--- src/rtl/kmp_ram.sv ---
`timescale 1ns / 1ps
// kmp_ram: generic simple dual-port RAM, one write and one registered read port.
// No dependencies.

module kmp_ram #(
   parameter int WIDTH = 8,
   parameter int DEPTH = 256
) (
   input  logic                                   clock,
   input  logic                                   wr_en,
   input  logic [(DEPTH > 1 ? $clog2(DEPTH) : 1)-1:0] wr_addr,
   input  logic [WIDTH-1:0]                       wr_data,
   input  logic                                   rd_en,
   input  logic [(DEPTH > 1 ? $clog2(DEPTH) : 1)-1:0] rd_addr,
   output logic [WIDTH-1:0]                       rd_data
);

   logic [WIDTH-1:0] mem_ff [DEPTH];
   logic [WIDTH-1:0] rd_data_ff;

   // Write port
   always_ff @(posedge clock) begin
      if (wr_en) begin
         mem_ff[wr_addr] <= wr_data;
      end
   end

   // Registered read; data holds while rd_en is low
   always_ff @(posedge clock) begin
      if (rd_en) begin
         rd_data_ff <= mem_ff[rd_addr];
      end
   end

   assign rd_data = rd_data_ff;

endmodule

--- config.mk ---
export PLATFORM = sky130hd
export DESIGN_NAME = kmp_ram
export DESIGN_NICKNAME = d
export VERILOG_FILES = /design/src/rtl/kmp_ram.sv
export SDC_FILE = /design/constraint.sdc
export NUM_CORES = 2
export LEC_CHECK = 0
export BUFFER_PORTS_ARGS = -buffer_cell sky130_fd_sc_hd__buf_2
export CAP_MARGIN = 5
export CORE_ASPECT_RATIO = 0.7
export CORE_UTILIZATION = 35
export CTS_CLUSTER_SIZE = 16
export DETAILED_ROUTE_END_ITERATION = 8
export GPL_ROUTABILITY_DRIVEN = 0
export PLACE_DENSITY_LB_ADDON = 0.3
export SLEW_MARGIN = 10
export SYNTH_ARGS = -nofsm -noshare
export SYNTH_HDL_FRONTEND = slang
export SYNTH_SLANG_ARGS = --single-unit
--- constraint.sdc ---
create_clock -name clock -period 7.81 [get_ports clock]
set_clock_uncertainty 0.2 [all_clocks]
set_input_delay 1.562 -clock clock [delete_from_list [all_inputs] [get_ports clock]]
set_output_delay 1.562 -clock clock [all_outputs]
set_load 0.01 [all_outputs]
After elaboration in Yosys (flattened, before gate mapping):

Memory sizes are Yosys's and may differ from the RTL's. A register that Yosys moved wholly into a read port is not among the register bits.
Index checks and enable logic that the tools add are counted.

* multiplexer cells: 2

Operators with widths (count)
* 2-to-1 mux 1 bit: 2

* output and inout port bits: 8
* memories kept: 1
* register bits: 0
* memory bits (writable): 2048

Memory list
* mem_ff: words 256, bits a word 8, rd ports 1, clocked after memory_dff 1, write ports 1, line 18 `logic [WIDTH-1:0] mem_ff [DEPTH];`

Depth between registers and ports, before layout:

* word-level depth: 2
* gate-level depth with buffers: 11

Least setup slack after synthesis:

Ideal clock, no wire load.

* path type: input -> register
* start point: in rd_addr[0] (netlist name)
* end point: reg rd_data_ff[2], in the netlist rd_data[2] (read register of mem_ff), data pin
* path slack: 3.972 ns
* data arrival time: 3.369 ns
* cell stages on the path: 9
* data required time: 7.341 ns
* path through: buf_6 > buf_12 > buf_8 > buf_2 > mux4_2 > a22oi_1 > a21oi_1 > nor4_1 > nor4_2

RTL lines
* from (decl): line 14 `input logic [(DEPTH > 1 ? $clog2(DEPTH) : 1)-1:0] rd_addr,`
* to (decl): line 19 `logic [WIDTH-1:0] rd_data_ff;`

==> run metrics <==
mux cell area share after synthesis 14.6%; number of vias per cell 5.57; initial core utilization 35.2%; Layout Area Growth over Synthesis 11.7%; Die X-Extent 572 µm; die footprint 0.229 mm²; clock share of power 40.4%; CTS tree yes; P_sw 4840 µW; cell at the root of the clock tree sky130_fd_sc_hd__clkbuf_16; sinks on the clock net 2056; post-route antenna net violation count 0; Detailed Place HPWL 127000 µm; Iteration-0 DRC Markers 5100; area used by multi-input combinational logic 0.0165 mm²; nets 3834; leading cell types in the layout, fill and taps excluded sky130_fd_sc_hd__edfxtp_1 (2056), sky130_fd_sc_hd__mux4_2 (454), sky130_fd_sc_hd__nor2_1 (279), sky130_fd_sc_hd__clkbuf_16 (199), sky130_fd_sc_hd__mux2i_1 (134); number of flops mapped to enable cells by yosys 2056; CP required 8.13 ns; flip-flop and latch count after synthesis 2056; via count of the first global-routing pass 38100; clock-pin slew reported for the worst setup and hold paths after clock tree synthesis 0.06 ns; synthesized-area fraction occupied by ao, oa, aoi and oai cells 3.42%; final clock period utilization by the worst path 64.9%; critical path data arrival time 5.39 ns; share of synthesized area occupied by flip-flops and latches 77.5%; final setup violation count 0; # fillers 20200; post-synth net total 3760; LEAKAGE 0.0267 µW; number of DRC violations after detailed routing 0; Rows 146; number of buffers inserted for hold repair after clock tree synthesis 0; relative contribution of sequential cells to total power 54.6%; GRT Residual Overflow 0; final wirelength 210000 µm; headroom to the max-slew limit 11.4%; number of slew-limit violations in the final report 0; warning count from the yosys run 0; hold_sp mem_ff[21][2]; run status finished, final reports clean; top area cells in the synthesized netlist sky130_fd_sc_hd__edfxtp_1 (78%), sky130_fd_sc_hd__mux4_2 (13%), sky130_fd_sc_hd__mux2i_1 (1.7%); dominant cell type by area after synthesis sky130_fd_sc_hd__edfxtp_1; cell area after synthesis 0.0796 mm²; total number of H-tree levels 4; core utilization of the finished layout 39.3%; Post-CTS Setup Inserts 0; proportion of register bits with asynchronous set or reset after synthesis 0%; Max Root-Sink Buffers 4; number of antenna violations at the first check in global routing 23; Startpoint Class input port; worst hold-check slack 0.950 ns; R2R Path Start mem_ff[77][7]; count of buffers inserted at the top-level ports 34; source-to-sink clock delay at the later pin of the worst-skew pair 0.86 ns; max-cap violation count 0; final count of hold timing violations 0; WL/cell 30.0 µm; category of the critical setup timing path in2reg; post-synthesis cell count 3733; maximum number of pins on one net before global-route repair 172; adder-cell share of the synthesized area 0%; part of the total power dissipated in combinational logic 4.9%; actual transition at the worst max-transition pin 1.32 ns; internal power component 17500 µW; vias after detailed routing 38900; worst hold-check path type reg2reg; category of the worst setup path capture point register; startpoint of the most critical setup path rd_addr[0]; proportion of netlist area held by the largest area contributor 77.5%; setup repair after global routing missed its margin false; mean cell area of the mapped netlist 21.3 µm²; number of instances resized during post-cts repair 0; time the final worst path needs with I/O delays and setup 5.07 ns; largest family of logic cells by synthesized area multiplexers; number of placed I/O pins 35; Primary FF master, synth sky130_fd_sc_hd__edfxtp_1; worst IR drop on VDD 0.170 mV; area occupied by registers 0.0617 mm²; Global Route Usage Sum 18.1%; aggregate negative setup slack 0 ns; 1st-pass router iterations 5; largest fanout of any net on the critical path 81; chip height 401 µm; area share of xor/xnor cells in the synthesized design 0%; pwr dens 251 mW/mm²; layout cells sized above 1 21.4%; most common cell after layout, fill and taps aside sky130_fd_sc_hd__edfxtp_1; Switching Share 21.7%; count of unique library cells instantiated by Yosys 54; maximum clock frequency 197 MHz; CTS Buf Count 194; fraction of the mapped netlist area in simple logic gates 2.63%; total core area 0.226 mm²; wire length of the first global-routing pass 296000 µm
cell usage after synthesis, types with 3 or more instances:
cell type                     n
sky130_fd_sc_hd__o211ai_1    10
sky130_fd_sc_hd__o32ai_1      4
sky130_fd_sc_hd__o21ai_0     10
sky130_fd_sc_hd__buf_1       22
sky130_fd_sc_hd__nand4_1     10
sky130_fd_sc_hd__buf_6       21
sky130_fd_sc_hd__o22ai_1     28
sky130_fd_sc_hd__nand3_1     34
sky130_fd_sc_hd__buf_12       8
sky130_fd_sc_hd__nand2_1     33
sky130_fd_sc_hd__mux2i_1    134
sky130_fd_sc_hd__a22oi_1    133
sky130_fd_sc_hd__nor4_2       3
sky130_fd_sc_hd__buf_4       27
sky130_fd_sc_hd__a21oi_1     96
sky130_fd_sc_hd__o22a_1       5
sky130_fd_sc_hd__o221ai_1    46
sky130_fd_sc_hd__nand2b_1     8
sky130_fd_sc_hd__or2_2        4
sky130_fd_sc_hd__mux4_2     454
sky130_fd_sc_hd__a221oi_1    13
sky130_fd_sc_hd__a211oi_1    16
sky130_fd_sc_hd__and2_1       6
sky130_fd_sc_hd__nor3_1      22
sky130_fd_sc_hd__buf_8       13
sky130_fd_sc_hd__nor2_1     282
sky130_fd_sc_hd__edfxtp_1  2056
sky130_fd_sc_hd__a22o_1       8
sky130_fd_sc_hd__clkbuf_1   111
sky130_fd_sc_hd__nor2b_1     31
sky130_fd_sc_hd__buf_2       31
sky130_fd_sc_hd__nor4_1      24
cell families (layout without fill, tap and decap cells):
group	count (synthesis)	in the layout
buffers and inverters	235	445
DFF	2056	2056
and+or+nand+nor	466	466
AOI/OAI and AO/OA	385	385
other	0	9
muxes	591	591
sequential cells by signal, indices dropped and copies added (netlist names):
name,cells
rd_data,8
mem_ff,2048
stage by stage:
step | power, µW | area [µm²] | instances | setup slack (ns)
2_1_floorplan | 13000 | 79600 | 3733 | 3.97
3_3_place_gp | 13500 | 83100 | 6645 | 1.88
3_5_place_dp | 13500 | 83100 | 6645 | 1.83
4_1_cts | 22400 | 88900 | 6977 | 2.70
5_1_grt | 22900 | 89000 | 6978 | 2.63
6_report | 22300 | 89000 | 6986 | 2.74
layer usage:
layer	share of wire (%)	vias up	GRT usage [%]
met2	44	1647	25.9
li1	-	15900	-
met4	1.8	2	3.77
met1	46	21100	28.3
met3	8.5	260	3.80
met5	0.0062	-	0
final cells by class:
class                           instances  share of cell area [%]
Timing Repair Buffer                  111                    1.17
Sequential cell                      2056                    69.4
Inverter                                2                 0.00844
Antenna cell                            9                  0.0253
Tap cell                             3034                    4.27
Clock buffer                          243                    5.78
Clock inverter                         89                   0.778
Multi-Input combinational cell       1442                    18.6
final timing paths:
path | end | slack (ns) | cells past startpoint
worst max-delay path | rd_data[7] | 2.74 | 8
worst min-delay path | rd_data[2] | 0.95 | 5
worst max register to register | rd_data[7] | 4.52 | 6
worst min register to register | rd_data[2] | 0.95 | 5
power by group through the flow:
stage          sequential [µW]  combinational, µW  clock, µW
2_1_floorplan            12400                591          0
3_3_place_gp             12400               1090          0
3_5_place_dp             12400               1100          0
4_1_cts                  12200               1100       9130
5_1_grt                  12200               1160       9520
6_report                 12200               1100       9020
worst max-delay path: stages:
cell and delay (ns):
sky130_fd_sc_hd__buf_8 0.41, sky130_fd_sc_hd__buf_12 0.53, sky130_fd_sc_hd__mux4_2 0.58, sky130_fd_sc_hd__nor2b_1 0.14, sky130_fd_sc_hd__a211oi_1 0.61, sky130_fd_sc_hd__nor3_1 0.19
sky130_fd_sc_hd__nor4_1 0.94, sky130_fd_sc_hd__nor4_1 0.07
No activity file was read; power rests on OpenSTA's default activity.
